$ cat src/rtl/tci_pkg.sv
package tci_pkg;

  // default coordinate width
  localparam int COORD_BITS_DEF = 16;

  // queue depths: decoupling queue and result queue
  localparam int MQ_DEPTH = 2;
  localparam int OQ_DEPTH = 8;

  // config bus
  localparam int ADDR_BITS = 5;
  localparam int DATA_BITS = 32;

  typedef enum logic [2:0] {
    REG_A_X = 3'd0,
    REG_A_Y = 3'd1,
    REG_B_X = 3'd2,
    REG_B_Y = 3'd3,
    REG_C_X = 3'd4,
    REG_C_Y = 3'd5
  } reg_idx_t;

endpackage

$ cat src/rtl/tci_fifo.sv
module tci_fifo import tci_pkg::*; #(
  parameter int WIDTH = 1,
  parameter int DEPTH = 2
) (
  input  logic             clk,
  input  logic             rst,
  input  logic             push,
  input  logic [WIDTH-1:0] wdata,
  input  logic             pop,
  output logic [WIDTH-1:0] rdata,
  output logic             full,
  output logic             empty
);

  localparam int AW = (DEPTH > 1) ? $clog2(DEPTH) : 1;
  localparam int CW = $clog2(DEPTH + 1);

  logic [WIDTH-1:0] mem [DEPTH];
  logic [AW-1:0]    wr_ptr;
  logic [AW-1:0]    rd_ptr;
  logic [CW-1:0]    count;
  logic             do_push;
  logic             do_pop;

  assign full    = (count == CW'(DEPTH));
  assign empty   = (count == '0);
  assign do_push = push && !full;
  assign do_pop  = pop && !empty;
  assign rdata   = mem[rd_ptr];

  always_ff @(posedge clk) begin
    if (do_push) begin
      mem[wr_ptr] <= wdata;
    end
  end

  always_ff @(posedge clk) begin
    if (rst) begin
      wr_ptr <= '0;
      rd_ptr <= '0;
      count  <= '0;
    end else begin
      if (do_push) begin
        wr_ptr <= (wr_ptr == AW'(DEPTH - 1)) ? '0 : wr_ptr + AW'(1);
      end
      if (do_pop) begin
        rd_ptr <= (rd_ptr == AW'(DEPTH - 1)) ? '0 : rd_ptr + AW'(1);
      end
      count <= count + CW'(do_push) - CW'(do_pop);
    end
  end

endmodule

$ cat config.mk
export PLATFORM = sky130hd
export DESIGN_NAME = tci_fifo
export DESIGN_NICKNAME = d
export VERILOG_FILES = /design/src/rtl/tci_pkg.sv /design/src/rtl/tci_fifo.sv
export SDC_FILE = /design/constraint.sdc
export NUM_CORES = 1
export LEC_CHECK = 0
export BUFFER_PORTS_ARGS = -buffer_cell sky130_fd_sc_hd__buf_2
export CORE_AREA = 2 2 39 41
export CTS_CLUSTER_SIZE = 16
export DETAILED_ROUTE_END_ITERATION = 10
export DIE_AREA = 0 0 41 43
export SYNTH_ARGS = -nofsm -noshare
export SYNTH_HDL_FRONTEND = slang
export SYNTH_SLANG_ARGS = --single-unit
$ cat constraint.sdc
create_clock -name clk -period 3.3 [get_ports clk]
set_input_delay 0.33 -clock clk [delete_from_list [all_inputs] [get_ports clk]]
set_output_delay 0.33 -clock clk [all_outputs]
set_load 0.005 [all_outputs]
# ---- Word-level counts from Yosys, hierarchy flattened
# Memory sizes are Yosys's and may differ from the RTL's. A register that Yosys moved wholly into a read port is not among the register bits.
# Index checks and enable logic that the tools add are counted.
dict set report classes {
  n_addsub 4
  reduce_logical 5
  eq_ne 1
  n_mux 6
}
# operator n
set op_table {}
lappend op_table {{$mux 1} 6}
lappend op_table {{$add 1x1->1 const B} 2}
lappend op_table {{$add 2x1->2} 1}
lappend op_table {{$eq 2x2->1 const B} 1}
lappend op_table {{$logic_and 1x1->1} 2}
lappend op_table {{$logic_not 1->1} 2}
lappend op_table {{$logic_not 2->1} 1}
lappend op_table {{$sub 2x1->2} 1}
dict set report word_totals {
  n_memories 1
  ff_bits 4
  elab_cells 20
  out_inout_bits 3
  mem_bits_rw 2
  input_bits 5
}
# memory words width rd rd_clocked_by_memory_dff write_ports line
set mem_list {}
lappend mem_list {mem 2 1 1 1 1 tci_fifo.sv:18} ;# logic [WIDTH-1:0] mem [DEPTH];

# ---- Logic depth before layout (Yosys ltp)
dict set report depth {
  ltp_word 5
  mapped_depth 8
}

# ---- Least setup slack after synthesis
# Ideal clock, no wire load.
dict set report synth_timing {
  path_type {register to register}
  startpoint {register count[1]}
  endpoint {register count[1]}
  setup_time_ns 0.078
  required_time_ns 3.222
  path_stages_with_launch 8
  n_path_buf 0
  synth_period_minus_slack_ns 1.462
  path_slack_ns 1.838
  t_arrival_ns 1.384
  cell_sequence {dfxtp_1 > o21a_1 > ha_1 > inv_1 > ha_1 > xor2_1 > and2_1 > nor3_1}
}
dict set report synth_via {
  word_cells_on_any_way 8
}
# element line
set synth_rtl {}
lappend synth_rtl {{start: declaration} tci_fifo.sv:21} ;# logic [CW-1:0] count;
lappend synth_rtl {{start signal: assignment} tci_fifo.sv:49} ;# count <= count + CW'(do_push) - CW'(do_pop);
lappend synth_rtl {{$logic_not 2->1} tci_fifo.sv:26} ;# assign empty = (count == '0);
lappend synth_rtl {{$logic_not 1->1} tci_fifo.sv:28} ;# assign do_pop = pop && !empty;
lappend synth_rtl {{$logic_and 1x1->1} tci_fifo.sv:28}
lappend synth_rtl {{named net do_pop} tci_fifo.sv:23} ;# logic do_pop;
lappend synth_rtl {{$sub 2x1->2} tci_fifo.sv:49}
# The timed path passes the listed nets, and every way through them passes these cells.
# A chain may end at the register's enable or synchronous reset.

# ---- Final worst setup path
dict set report layout_timing {
  startpoint {register count[0]}
  endpoint {register count[1]}
}
dict set report layout_via {
  elab_chain_cells 5
  word_cells_on_any_way 8
}
# element line
set layout_lines {}
lappend layout_lines {{$eq 2x2->1} tci_fifo.sv:25} ;# assign full = (count == CW'(DEPTH));
lappend layout_lines {{$logic_not 1->1} tci_fifo.sv:27} ;# assign do_push = push && !full;
lappend layout_lines {{$logic_and 1x1->1} tci_fifo.sv:27}
lappend layout_lines {{$add 2x1->2} tci_fifo.sv:49}
lappend layout_lines {{$sub 2x1->2 *} tci_fifo.sv:49}
# Mark *: on every way between the ends. The rest lies on a longest branch, timed or not.

==> flow_summary.ini <==
[placed_design]
dp_hpwl_um = 379
gp_congestion = 0.624
dp_cells = 53
io_buffers = 7
dpl_cell_area_sq_um = 360
pre_cts_slack_ns = 1.74

[floorplan]
io_pins = 8
rows = 14
core_sq_mm = 0.00138
dieArea_sq_mm = 0.00176
die_x_um = 41
die_h_um = 43
initial_core_util_pct = 22.1

[cts]
postCtsHoldBufs = 0
postCtsSetupRepairBufs = 0
insertion_delay_ns = 0.25
cts_sinks = 7
clockBufferDepth = 2
cts_root_buf = clkbuf_4
path_clk_slew_ns = 0.05
ctsHtreeMaxLevel = 1
cts_buffers = 3
cts_tree = done
cts_resized = 0

[worst_setup_path]
crit_family = simple AND/OR/NAND/NOR gates
max_stage_delay_ns = 0.37
arrival_ns = 1.74
end_kind = register
crit_cells = 8
worstPathRequired_ns = 3.48
cp_common_cell = ha_1
worstPathMaxFanout = 4
cpMaxStageDelayCell = dfxtp_1
reg2reg_depth = 8
worstSetupStartpointType = register
worst-setup-path-type = register to register
crit_buf_inv = 1
worstPathCellList = nand2b_2 > nand2_1 > ha_1 > inv_1 > ha_1 > xor2_1 > and2_1 > nor3_1

[timing]
relSlewSlack_pct = 87.1
report.final.hold_viol_count = 0
max_freq_mhz = 640
holdWs_ns = 0.275
setup-violations-final = 0
period_minus_slack_ns = 1.56
slew_violations = 0
tightest_slew_ns = 0.193
post-route-period-util_pct = 47.3
clock_skew_ns = 0.00154
layout_setup_ws_ns = 1.74
rsz0062_at_grt = false
tns_ns = 0

[layout]
mostFrequentLayoutCells = buf_2 (7), dfxtp_1 (5), nor2_1 (4), inv_1 (3), clkbuf_4 (3)
area_growth_pct = 26.6
nets = 49
mostFrequentLayoutCell = buf_2
stdcell_count = 57
fin_util_pct = 27.9
register_area_sq_um = 160
multi_input_area_sq_um = 130
antenna_cells = 0
final_cell_area_sq_um = 387
nFillCells = 150
drive_gt1_share_pct = 34.1

[pwr]
p_leak_nw = 0.189
fin_total_pwr_uw = 322
ir_worst_vdd_v = 0.000136
p_per_area_mw_per_mm2 = 834

[synthesis]
ys_seq_elements = 7
avgSynthCellArea_sq_um = 10.2
synthTopCellsByArea = dfxtp_1 (33%), edfxtp_1 (20%), ha_1 (8.2%), nor2_1 (4.9%), inv_1 (3.7%)
yosys.area.top_type = dfxtp_1
synthDistinctLibCells = 19
synth_top_area_share_pct = 32.8
ys_seq_area_share_pct = 52.5
yosysWarnings = 0
syn_nets = 37
syn_area_sq_um = 305
netlist_instances = 30

[grt]
grt_pass1_vias = 200
antenna_found_initial = 0
grt_max_degree = 6
grtUsageTotal_pct = 5.92
overflow = 0
grt_pass1_wl_um = 676

[outcome]
outcome = finished clean

[detailed_routing]
vias = 221
drc = 0
viasPerCell = 3.88
ant_nets = 0
drt-total-wl_um = 472
drtIter0Drc = 1
wire_per_inst_um = 8.28
first_pass_iters = 2

[worst_hold_path]
hold_path.class = primary input to register
hold_depth = 1

[flow_run]
cap_violations = 0
cell families (layout without fill, tap and decap cells):
logic type               after synthesis  after routing  share of synthesized area [%]
adder cells (fa/ha/maj)                2              2                           8.20
AND/OR/NAND/NOR                       11             11                           19.3
flip-flops                             7              7                           52.5
multiplexers                           1              1                           3.69
AO/OA/AOI/OAI                          3              3                           5.74
buffers and inverters                  4             15                           4.92
XOR/XNOR                               2              2                           5.74
final timing paths:
path                                 end  slack, ns  startpoint
worst min register to register    wr_ptr       0.49      wr_ptr
worst max-delay path            count[1]       1.74    count[0]
worst min-delay path              mem[0]       0.27       wdata
worst max register to register  count[1]       1.74    count[0]
area by class of cell:
class | count | area share [%]
flip-flops and latches | 7 | 41.4
multi-input cells | 19 | 33.7
repair buffers | 7 | 9.06
clock buffers | 4 | 6.80
well taps | 16 | 5.18
inverters | 4 | 3.88
cell usage after synthesis (all sizes together):
library cell and instances:
mux2 1, nand2 1, o21a 1, or3 1, and3 1, a21oi 1
ha 2, o21ai 1, inv 4, xnor2 1, and2 1, nor2b 1
nor3 1, nor2 4, nand2b 1, dfxtp 5, xor2 1, edfxtp 2
per-layer routing:
metal  up-vias  wire, um  GRT usage (%)
li1        118         -              -
met1        97       212           6.09
met2         6       218           8.75
met3         0        41           3.14
met4         0         0           4.00
met5         -         0              0
where the power goes:
group          switching (mW)  leakage, nW  internal [mW]  total [mW]
logic                  0.0517        0.114         0.0588       0.111
registers              0.0173       0.0600          0.116       0.134
clock network          0.0321       0.0150         0.0462      0.0782
total                   0.101        0.189          0.221       0.322
Note: power is estimated with default switching activity, not from simulation.
