### config.mk
export PLATFORM = sky130hd
export DESIGN_NAME = tci_front
export DESIGN_NICKNAME = d
export VERILOG_FILES = /design/src/rtl/tci_pkg.sv /design/src/rtl/tci_fifo.sv /design/src/rtl/tci_front.sv
export SDC_FILE = /design/constraint.sdc
export NUM_CORES = 1
export LEC_CHECK = 0
export BUFFER_PORTS_ARGS = -buffer_cell sky130_fd_sc_hd__buf_2
export CAP_MARGIN = 20
export CORE_ASPECT_RATIO = 1.5
export CORE_MARGIN = 10
export CORE_UTILIZATION = 50
export CTS_CLUSTER_SIZE = 20
export DETAILED_ROUTE_END_ITERATION = 16
export PLACE_DENSITY = 0.71
export SYNTH_ARGS = -nofsm -noshare
export SYNTH_HDL_FRONTEND = slang
export SYNTH_SLANG_ARGS = --single-unit
### constraint.sdc
create_clock -name clk -period 14.2 [get_ports clk]
set_input_delay 2.84 -clock clk [delete_from_list [all_inputs] [get_ports clk]]
set_output_delay 2.84 -clock clk [all_outputs]
set_load 0.005 [all_outputs]
### src/rtl/tci_pkg.sv
package tci_pkg;

  // default coordinate width
  localparam int COORD_BITS_DEF = 16;

  // queue depths: decoupling queue and result queue
  localparam int MQ_DEPTH = 2;
  localparam int OQ_DEPTH = 8;

  // config bus
  localparam int ADDR_BITS = 5;
  localparam int DATA_BITS = 32;

  typedef enum logic [2:0] {
    REG_A_X = 3'd0,
    REG_A_Y = 3'd1,
    REG_B_X = 3'd2,
    REG_B_Y = 3'd3,
    REG_C_X = 3'd4,
    REG_C_Y = 3'd5
  } reg_idx_t;

endpackage

### src/rtl/tci_fifo.sv
module tci_fifo import tci_pkg::*; #(
  parameter int WIDTH = 1,
  parameter int DEPTH = 2
) (
  input  logic             clk,
  input  logic             rst,
  input  logic             push,
  input  logic [WIDTH-1:0] wdata,
  input  logic             pop,
  output logic [WIDTH-1:0] rdata,
  output logic             full,
  output logic             empty
);

  localparam int AW = (DEPTH > 1) ? $clog2(DEPTH) : 1;
  localparam int CW = $clog2(DEPTH + 1);

  logic [WIDTH-1:0] mem [DEPTH];
  logic [AW-1:0]    wr_ptr;
  logic [AW-1:0]    rd_ptr;
  logic [CW-1:0]    count;
  logic             do_push;
  logic             do_pop;

  assign full    = (count == CW'(DEPTH));
  assign empty   = (count == '0);
  assign do_push = push && !full;
  assign do_pop  = pop && !empty;
  assign rdata   = mem[rd_ptr];

  always_ff @(posedge clk) begin
    if (do_push) begin
      mem[wr_ptr] <= wdata;
    end
  end

  always_ff @(posedge clk) begin
    if (rst) begin
      wr_ptr <= '0;
      rd_ptr <= '0;
      count  <= '0;
    end else begin
      if (do_push) begin
        wr_ptr <= (wr_ptr == AW'(DEPTH - 1)) ? '0 : wr_ptr + AW'(1);
      end
      if (do_pop) begin
        rd_ptr <= (rd_ptr == AW'(DEPTH - 1)) ? '0 : rd_ptr + AW'(1);
      end
      count <= count + CW'(do_push) - CW'(do_pop);
    end
  end

endmodule

### src/rtl/tci_front.sv
module tci_front import tci_pkg::*; #(
  parameter int COORD_BITS = COORD_BITS_DEF,
  localparam int D  = COORD_BITS + 1,
  localparam int EW = 12 * D + COORD_BITS - 1
) (
  input  logic                         clk,
  input  logic                         rst,
  input  logic signed [COORD_BITS-1:0] ax,
  input  logic signed [COORD_BITS-1:0] ay,
  input  logic signed [COORD_BITS-1:0] bx,
  input  logic signed [COORD_BITS-1:0] by,
  input  logic signed [COORD_BITS-1:0] cx,
  input  logic signed [COORD_BITS-1:0] cy,
  input  logic signed [COORD_BITS-1:0] center_x,
  input  logic signed [COORD_BITS-1:0] center_y,
  input  logic        [COORD_BITS-2:0] radius,
  input  logic                         push,
  output logic                         full,
  input  logic                         mq_pop,
  output logic [EW-1:0]                mq_data,
  output logic                         mq_empty
);

  logic signed [D-1:0] sx [3];
  logic signed [D-1:0] sy [3];
  logic signed [D-1:0] ex [3];
  logic signed [D-1:0] ey [3];
  logic [EW-1:0]       entry;

  // edge k runs from vertex k to vertex k+1
  always_comb begin
    sx[0] = D'(ax); sy[0] = D'(ay); ex[0] = D'(bx); ey[0] = D'(by);
    sx[1] = D'(bx); sy[1] = D'(by); ex[1] = D'(cx); ey[1] = D'(cy);
    sx[2] = D'(cx); sy[2] = D'(cy); ex[2] = D'(ax); ey[2] = D'(ay);
    entry = '0;
    for (int k = 0; k < 3; k++) begin
      entry[k*4*D       +: D] = D'(center_x) - sx[k];
      entry[k*4*D + D   +: D] = D'(center_y) - sy[k];
      entry[k*4*D + 2*D +: D] = ex[k] - sx[k];
      entry[k*4*D + 3*D +: D] = ey[k] - sy[k];
    end
    entry[12*D +: COORD_BITS-1] = radius;
  end

  tci_fifo #(.WIDTH(EW), .DEPTH(MQ_DEPTH)) u_mq (
    .clk   (clk),
    .rst   (rst),
    .push  (push),
    .wdata (entry),
    .pop   (mq_pop),
    .rdata (mq_data),
    .full  (full),
    .empty (mq_empty)
  );

endmodule

# Word-level counts from Yosys, hierarchy flattened
# Memory sizes are Yosys's and may differ from the RTL's. A register that Yosys moved wholly into a read port is not among the register bits.
# Cells that the tools add are included.
# op_classes
muxes,6
add_sub_neg,16
eq_ne,1
reduce_logical,5
# op_table
op,n
$sub 16x16->17,12
$mux 1,6
$add 1x1->1 const B,2
$add 2x1->2,1
$eq 2x2->1 const B,1
$logic_and 1x1->1,2
$logic_not 1->1,2
$logic_not 2->1,1
$sub 2x1->2,1
# word_totals
ff_bits,4
memories,1
mem_bits_rw,438
out_inout_bits,221
word_cells,32
# mem_list
memory,words,width,read_ports,rd_ports_with_merged_regs,wr,line,rtl
u_mq.mem,2,219,1,1,1,tci_fifo.sv:18,logic [WIDTH-1:0] mem [DEPTH];

# Logic depth before layout (Yosys ltp)
# Gate-level depths: netlist of the first run.
# depth
ltp_word,5
depth_mapped,9
depth_no_buf,9

# Hierarchy
# From an unflattened synthesis of the first run, not the netlist that was laid out.
# hier_totals
cells_unflattened,2059
hier_area_um2,25594.5
# modules_own_cells
mod,instances,area_each_um2,cells_per_inst
tci_fifo,1,16123.0,708
tci_front,1,9471.6,1351

# Least setup slack after synthesis of the first run
# OpenSTA, ideal clock, no wires.
# synth_path
path_kind,in2reg
from,in push
to,"mem u_mq.mem[0][0] in the netlist's numbering, enable pin"
path_buffers,0
path_stages,2
arrival_ns,12.003
slack_ns,1.395
cell_sequence,nand2_1 > nor2_1
# synth_between
elab_chain_len,3
# synth_lines
item,line,rtl
start: declaration,tci_front.sv:17,"input logic push,"
$logic_and 1x1->1,tci_fifo.sv:27,assign do_push = push && !full;
$mux 1,tci_fifo.sv:32,if (do_push) begin
$mux 1 (not written as such),tci_fifo.sv:33,mem[wr_ptr] <= wdata;
end: declaration,tci_fifo.sv:18,
# Every way passes these cells.

==> results of run 1 <==
layer usage:
| layer | vias up | part of all wire | track usage |
|---|---|---|---|
| li1 | 8581 | - | - |
| met1 | 8774 | 0.35 | 0.239 |
| met2 | 593 | 0.53 | 0.442 |
| met3 | 182 | 0.054 | 0.0422 |
| met4 | 0 | 0.066 | 0.152 |
| met5 | - | 0 | 0 |
flip-flops by register name, summed over array words and instances, names as in the netlist, named ones only:
signal,count
u_mq.mem,438
u_mq.rd_ptr,1
u_mq.count,2
u_mq.wr_ptr,1
per-stage QoR:
step	util	hold WS, ps
finish	0.585	544
CTS	0.584	535
detailed placement	0.555	527
global placement	0.555	497
floorplan	-	481
global route	0.585	583
logic make-up after synthesis:
logic type	after synthesis
AOI/OAI and AO/OA	449
DFF	443
buffers and inverters	210
xor gates and xnor gates	131
adders and majority gates	206
and+or+nand+nor	419
muxes	226
layout by cell type, fill, tap and decap left out, types with 19 or more instances in the layout:
master / n
nand3_1: 28
edfxtp_1: 438
o21a_1: 32
inv_1: 173
nand2_1: 92
a21o_1: 36
buf_2: 367
nor3_1: 34
mux2_2: 220
xnor2_1: 88
a21oi_1: 117
ha_1: 194
a31oi_1: 19
o21ai_0: 95
xor2_1: 43
nor2b_1: 41
nor2_1: 131
clkbuf_16: 45
power breakdown:
part           total, mW  internal (mW)  switching, mW
clock               1.20          0.707          0.491
combinational       1.40          0.600          0.803
sequential          1.85           1.77         0.0717
path summary, 6_finish.rpt:
check                                               from                    endpoint  slack, ps
worst max-delay path                            register                mq_data[130]       8360
worst max register to register  u_mq.count[0]$_SDFF_PP0_  u_mq.mem[1][122]$_DFFE_PP_      11000
worst min register to register  u_mq.rd_ptr$_SDFFE_PP0P_                    register        540
worst min-delay path            u_mq.rd_ptr$_SDFFE_PP0P_                    register        540
layout make-up:
type | instances | area share
Timing Repair Buffer | 375 | 0.0648
Inverter | 173 | 0.0220
Clock buffer | 49 | 0.0387
Multi-Input combinational cell | 1431 | 0.384
Tap cell | 669 | 0.0284
Sequential cell | 443 | 0.450
Clock inverter | 31 | 0.0116
Antenna cell | 8 | 0.000679
worst reg2reg max path: stages (launching register included):
cell and delay, ps:
dfxtp_1 330, inv_1 60, nand2_1 100, and3_4 630, buf_4 790, buf_4 870
==> metrics.csv, run 1 <==
metric;value;unit
status;completed;
Reg2Reg Depth;5;
main combinational cell family by area after synthesis;compound AO/OA/AOI/OAI gates;
flops & latches, synth;443;
total wire length;73800;um
CP max FO;71;
ys async rst share;0;
layout cells sized above 1;0.269;
synth top area cells;edfxtp_1 52%, mux2_2 9.8%, ha_1 9.6%;
wire per inst;23.2;um
post-CTS setup buffer count;0;
area share of the leading cell type in the synthesized netlist;0.519;
fillers;4195;
Place WS;8520;ps
cells after synthesis;2084;
maximum VDD drop;0.161;mV
die width;204;um
vias in the first global route;19100;
CP max-delay cell;dfxtp_4;
final period utilization;0.411;
post-synthesis cell type with the largest combined area;edfxtp_1;
Most used DFF post-synth;edfxtp_1;
Root Driver;clkbuf_16;
Detailed Place HPWL;58200;um
largest net degree at the start of global routing;156;
Syn Nets;2437;
Cells after DPL;3091;
Final Skew;12.7;ps
GRT overflow;0;
# rows;101;
count leader, synth;edfxtp_1;
min-delay worst type;reg -> reg;
FF/Latch Area;0.0133;mm2
CTS tree;built;
Hold Path Stages;2;
die area;0.0603;mm2
complex-gate fraction of the synthesized area;0.116;
CTS sink cnt;443;
dpl cell area;0.0280;mm2
drt via density;5.70;
routed vias;18100;
setup TNS;0;ps
cts bufs inserted;44;
Final Power;4.45;mW
pwr/cell area;151;mW/mm2
GR Util All Layers;0.238;
post-synthesis mux area share;0.100;
post-layout min period;5840;ps
final hold viol count;0;
yosys warns;0;
final std cells w/o fill;3179;
Mapped Area;0.0254;mm2
H-tree lvl count;2;
area share of fa/ha/maj cells after synthesis;0.105;
worst slew pin tran;1110;ps
sequential area share after synthesis;0.523;
Final WS setup;8360;ps
Core Footprint;0.0504;mm2
# resized after CTS;0;
multi-input logic area;0.0113;mm2
final setup fails;0;
Detail Route Antenna Nets;0;
worst path cell trace;buf_4 -> mux2_2 -> buf_2;
fin. max-slew vios;0;
relative slew slack;0.258;
critical path depth;3;
count of different cell masters after synthesis;69;
unrepaired setup endpoints after global routing;false;
Skew-Pair Late Insertion Delay;570;ps
Final #Nets;2821;
Post-Layout Inst Area;0.0295;mm2
synthesized area per cell;12.2;um2
crit path launch type;register;
MaxCap Viol Count;0;
Residual DRC;0;
Lkg Pwr;11.9;nW
Required @ worst endpoint;11360;ps
initial antenna violation count;7;
Synth Area in XOR/XNOR;0.0453;
DRT iter0 DRCs;907;
Starting Density;0.503;
I/O Pins;368;
type of destination of the critical path;primary output;
first-pass GRT wire length;109000;um
Die H;296;um
clk buf depth;3;
Post-synth top cells;438 x edfxtp_1, 220 x mux2_2, 194 x ha_1, 173 x inv_1, 132 x nor2_1;
Simple-Gate Fraction of Synth Area;0.0798;
drt first pass iters;7;
clock slew at reported path FFs;60;ps
synthesis-to-layout area growth;16.3;%
Top delay family on crit path;buffers and inverters;
Post-synth EDFFs;438;
FMAX;0.171;GHz
final RePlAce weighted congestion;0.981;
largest stage delay on the critical path;880;ps
Buf/Inv on CP;2;
arrival time at the worst endpoint;3000;ps
Port Buffers;367;
hold_buf cts;0;
Crit Path Class;reg -> out;
(Power assumes the default switching activity.)
==> run 2: changes to the inputs <==
clock period = 5.6 ns   (was 14.2 ns; I/O delays follow)
==> run 2 against run 1 <==
Compared with the run above:
- combinational power increased to 2.6 times the previous value
- cell area decreased by 0.27%
- count of clock-buffer cells in the layout increased by 3
- sequential share of layout area increased by 0.12 points
- flip-flop and latch count unchanged
- clock power increased by 140%
- routed wire length increased by 0.15%
- clock skew decreased by 5.4 ps
- sequential power increased to 2.5 times the previous value
- final cell count decreased by 0.19%
- first-iteration DRC count decreased by 10%
- critical endpoint is now mq_data[5]
==> metrics.csv, run 2 (synthesized netlist as in run 1, its figures left out) <==
metric;value;unit
status;completed;
final setup fails;0;
die width;204;um
final period utilization;0.668;
total wire length;73900;um
die area;0.0603;mm2
I/O Pins;368;
vias in the first global route;19200;
H-tree lvl count;2;
Die H;296;um
FMAX;0.267;GHz
Final Skew;7.37;ps
Hold EP;u_mq.rd_ptr$_SDFFE_PP0P_;
Port Buffers;367;
wire per inst;23.3;um
min-delay worst type;reg -> reg;
hold_buf cts;0;
clk buf depth;3;
worst slew pin tran;1060;ps
post-CTS setup buffer count;0;
Lkg Pwr;11.9;nW
# rows;101;
Reg2Reg Depth;4;
drt first pass iters;7;
R2R Path End;u_mq.mem[1][142]$_DFFE_PP_;
post-layout min period;3740;ps
crit path launch type;register;
Starting Density;0.503;
fin. max-slew vios;0;
Core Footprint;0.0504;mm2
setup TNS;0;ps
Residual DRC;0;
layout cells sized above 1;0.269;
Skew-Pair Late Insertion Delay;560;ps
first-pass GRT wire length;110000;um
r2r startpoint;u_mq.count[0]$_SDFF_PP0_;
Cells after DPL;3091;
Root Driver;clkbuf_16;
GRT overflow;0;
arrival time at the worst endpoint;2620;ps
GR Util All Layers;0.239;
MaxCap Viol Count;0;
cts bufs inserted;44;
CTS tree;built;
type of destination of the critical path;primary output;
largest net degree at the start of global routing;138;
Fin Hold WS;525;ps
synthesis-to-layout area growth;16.0;%
initial antenna violation count;6;
Reg with most FFs;u_mq.mem;
Required @ worst endpoint;4480;ps
unrepaired setup endpoints after global routing;false;
Detail Route Antenna Nets;0;
flop2flop setup slack;3460;ps
maximum VDD drop;0.307;mV
drt via density;5.70;
most common cell after layout, fill and taps aside;edfxtp_1;
routed vias;18100;
pwr/cell area;377;mW/mm2
DRT iter0 DRCs;816;
final hold viol count;0;
# resized after CTS;0;
CTS sink cnt;443;
Detailed Place HPWL;58000;um
final RePlAce weighted congestion;0.959;
Hold Path Stages;2;
final std cells w/o fill;3173;
clock slew at reported path FFs;60;ps
relative slew slack;0.284;
hold path start;u_mq.rd_ptr$_SDFFE_PP0P_;
CP max FO;52;
Crit Path Class;reg -> out;
highest-count cells in the layout ignoring fill and taps;438 x edfxtp_1, 367 x buf_2, 220 x mux2_2;
Largest register FFs;438;
Final #Nets;2821;
Largest regs;u_mq.mem: 438 flops, u_mq.count: 2 flops;
[run 2: changes by cell type in the layout (fill, tap and decap cells not counted), sizes merged]
cell and change:
diode -4, clkbuf +3, inv -3, clkinvlp +2
bufinv -4
[run 2: routing by layer]
layer / up-vias / share of wire / global-route usage
met5: - / 0.00023 / 0
met4: 2 / 0.059 / 0.142
met3: 179 / 0.062 / 0.0478
met2: 620 / 0.53 / 0.447
met1: 8721 / 0.35 / 0.238
li1: 8569 / - / -
[run 2: critical path, cell delays in order, from the launching register on]
cell     delay (ps)
dfxtp_4         860
buf_4           540
mux2_2          430
buf_2           140
[run 2: through the flow]
stage           util  setup WS (ps)  power, mW  cell area [um2]
2_1_floorplan      -            690       6.85            25400
3_3_place_gp   0.556           1690       8.30            28000
3_5_place_dp   0.556           1650       8.37            28000
4_1_cts        0.583           1800       11.2            29400
5_1_grt        0.583           1730       11.7            29400
6_report       0.583           1860       11.1            29400
[run 2: cell type report]
type                       instances  area [um2]
antenna                            4        10.0
clock buffer                      52        1150
clock inverter                    26         211
fill                            4166       21000
inverter                         173         649
multi-input combinational       1431       11300
sequential                       443       13300
tap                              669         837
timing repair buffer             375        1960
[run 2: power breakdown]
| part | leakage (nW) | total (mW) | internal, mW | switching, mW |
|---|---|---|---|---|
| logic | 7.06 | 3.59 | 1.54 | 2.05 |
| registers | 4.13 | 4.67 | 4.49 | 0.176 |
| clock network | 0.660 | 2.83 | 1.61 | 1.23 |
[run 2: worst max path at each step]
stage / to / slack, ps / depth (start not counted)
2_1_floorplan: u_mq.mem[0][0]$_DFFE_PP_ / 690 / 2
3_3_place_gp: u_mq.mem[0][200]$_DFFE_PP_ / 1690 / 8
3_5_place_dp: u_mq.mem[0][200]$_DFFE_PP_ / 1650 / 8
4_1_cts: mq_data[71] / 1800 / 3
5_1_grt: mq_data[74] / 1730 / 3
6_report: mq_data[5] / 1860 / 3
==> run 3: changes to the inputs <==
PLACE_DENSITY = 0.74   (was 0.71)
clock period = 3.42 ns   (was 5.6 ns; I/O delays follow)
==> run 3 against run 2 <==
Compared with the run above:
- register-to-register slack got worse by 2200 ps
- die area unchanged
- combinational power increased by 72%
- routed wire length increased by 1.6%
- via count increased by 2.1%
- clock skew increased by 5.7 ps
- hold slack got worse by 210 ps
- worst setup slack got worse by 1300 ps
- first-iteration DRC count increased by 38%
- final cell count increased by 1.0%
- non-clock buffer count increased by 35
- critical path type unchanged
- largest power group unchanged
==> metrics.csv, run 3 (synthesized netlist as in run 1, its figures left out) <==
metric;value;unit
GR Util All Layers;0.242;
CP max FO;34;
final setup fails;0;
r2r startpoint;u_mq.count[0]$_SDFF_PP0_;
relative slew slack;0.387;
most common cell after layout, fill and taps aside;edfxtp_1;
total wire length;75100;um
final RePlAce weighted congestion;0.978;
I/O Pins;368;
# rows;101;
crit path launch type;register;
wire per inst;23.4;um
final std cells w/o fill;3206;
fillers;4113;
Crit Path Class;reg -> out;
Reg with most FFs;u_mq.mem;
largest net degree at the start of global routing;91;
Power Internal;12.8;mW
Fin Hold WS;311;ps
min-delay worst type;in -> reg;
clock share of power;0.259;
# resized after CTS;0;
CTS tree;built;
first-pass GRT wire length;111000;um
status;completed;
Reg2Reg Depth;5;
maximum VDD drop;0.631;mV
Flop pwr share;0.408;
die width;204;um
Detailed Place HPWL;59700;um
cts bufs inserted;43;
flop2flop setup slack;1240;ps
Sw Ratio;0.312;
dpl cell area;0.0284;mm2
Post-Layout Inst Area;0.0298;mm2
R2R Path End;u_mq.mem[0][97]$_DFFE_PP_;
pwr/cell area;622;mW/mm2
unrepaired setup endpoints after global routing;false;
post-layout min period;2900;ps
Final Power;18.5;mW
Cells after DPL;3126;
FMAX;0.345;GHz
Skew-Pair Late Insertion Delay;560;ps
Core Footprint;0.0504;mm2
die area;0.0603;mm2
setup TNS;0;ps
multi-input logic area;0.0113;mm2
drt first pass iters;7;
worst slew pin tran;917;ps
fin. max-slew vios;0;
Final Skew;13.1;ps
FF/Latch Area;0.0133;mm2
Root Driver;clkbuf_16;
hold_buf cts;0;
drt via density;5.76;
type of destination of the critical path;primary output;
Largest regs;u_mq.mem: 438 flops, u_mq.count: 2 flops;
Required @ worst endpoint;2740;ps
H-tree lvl count;2;
Residual DRC;0;
layout cells sized above 1;0.281;
Largest register FFs;438;
Place WS;90.2;ps
routed vias;18500;
GRT overflow;0;
final period utilization;0.847;
Final #Nets;2855;
final hold viol count;0;
Detail Route Antenna Nets;0;
clock slew at reported path FFs;60;ps
Lkg Pwr;12.1;nW
CTS sink cnt;443;
crit path to;mq_data[32];
post-CTS setup buffer count;0;
highest-count cells in the layout ignoring fill and taps;438 x edfxtp_1, 367 x buf_2, 220 x mux2_2;
Final WS setup;525;ps
DRT iter0 DRCs;1125;
Die H;296;um
net switching power;5.79;mW
vias in the first global route;19100;
Starting Density;0.503;
MaxCap Viol Count;0;
initial antenna violation count;3;
Layout Utilization;0.591;
combinational power share;0.332;
synthesis-to-layout area growth;17.5;%
Port Buffers;367;
clk buf depth;3;
arrival time at the worst endpoint;2210;ps
run 3: cell count changes in the layout (fill, tap and decap cells not counted), moves of 2 or more:
cell	before	now
clkinv_1	9	7
inv_6	1	3
clkinv_2	8	4
buf_12	5	10
clkbuf_8	0	2
buf_4	3	33
run 3: worst min-delay path by stage:
stage | to | from | slack, ps | cells after the start
detailed placement | u_mq.rd_ptr$_SDFFE_PP0P_ | u_mq.rd_ptr$_SDFFE_PP0P_ | 510 | 2
finish | u_mq.mem[0][215]$_DFFE_PP_ | radius[11] | 310 | 1
global route | u_mq.mem[0][211]$_DFFE_PP_ | radius[7] | 280 | 1
global placement | u_mq.rd_ptr$_SDFFE_PP0P_ | u_mq.rd_ptr$_SDFFE_PP0P_ | 500 | 2
CTS | u_mq.mem[0][215]$_DFFE_PP_ | radius[11] | 270 | 1
floorplan | register | u_mq.rd_ptr$_SDFFE_PP0P_ | 480 | 2
run 3: critical path, cell delays in order, from the launching register on:
cell and delay (ps):
dfxtp_4 500, buf_4 500, mux2_2 460, buf_2 150
run 3: cell type report:
type,instances,area share
sequential,443,0.445
multi-input combinational,1431,0.381
timing repair buffer,410,0.0767
clock buffer,53,0.0395
tap,669,0.0281
inverter,173,0.0218
clock inverter,24,0.00815
antenna,3,0.000252
run 3: power groups by stage:
stage / sequential [mW] / clock, mW / combinational, mW
2_1_floorplan: 7.69 / 0 / 3.54
3_3_place_gp: 7.63 / 0 / 6.11
3_5_place_dp: 7.69 / 0 / 6.19
4_1_cts: 7.57 / 4.92 / 6.23
5_1_grt: 7.65 / 5.12 / 6.67
6_report: 7.57 / 4.81 / 6.16
run 3: routing by layer:
layer / wire (um) / vias to the layer above / global-route usage / part of all wire
met5: 0 / - / 0 / 0
li1: - / 8648 / - / -
met4: 4580 / 0 / 0.143 / 0.061
met1: 26300 / 8965 / 0.248 / 0.35
met3: 4130 / 177 / 0.0421 / 0.055
met2: 40100 / 683 / 0.449 / 0.53
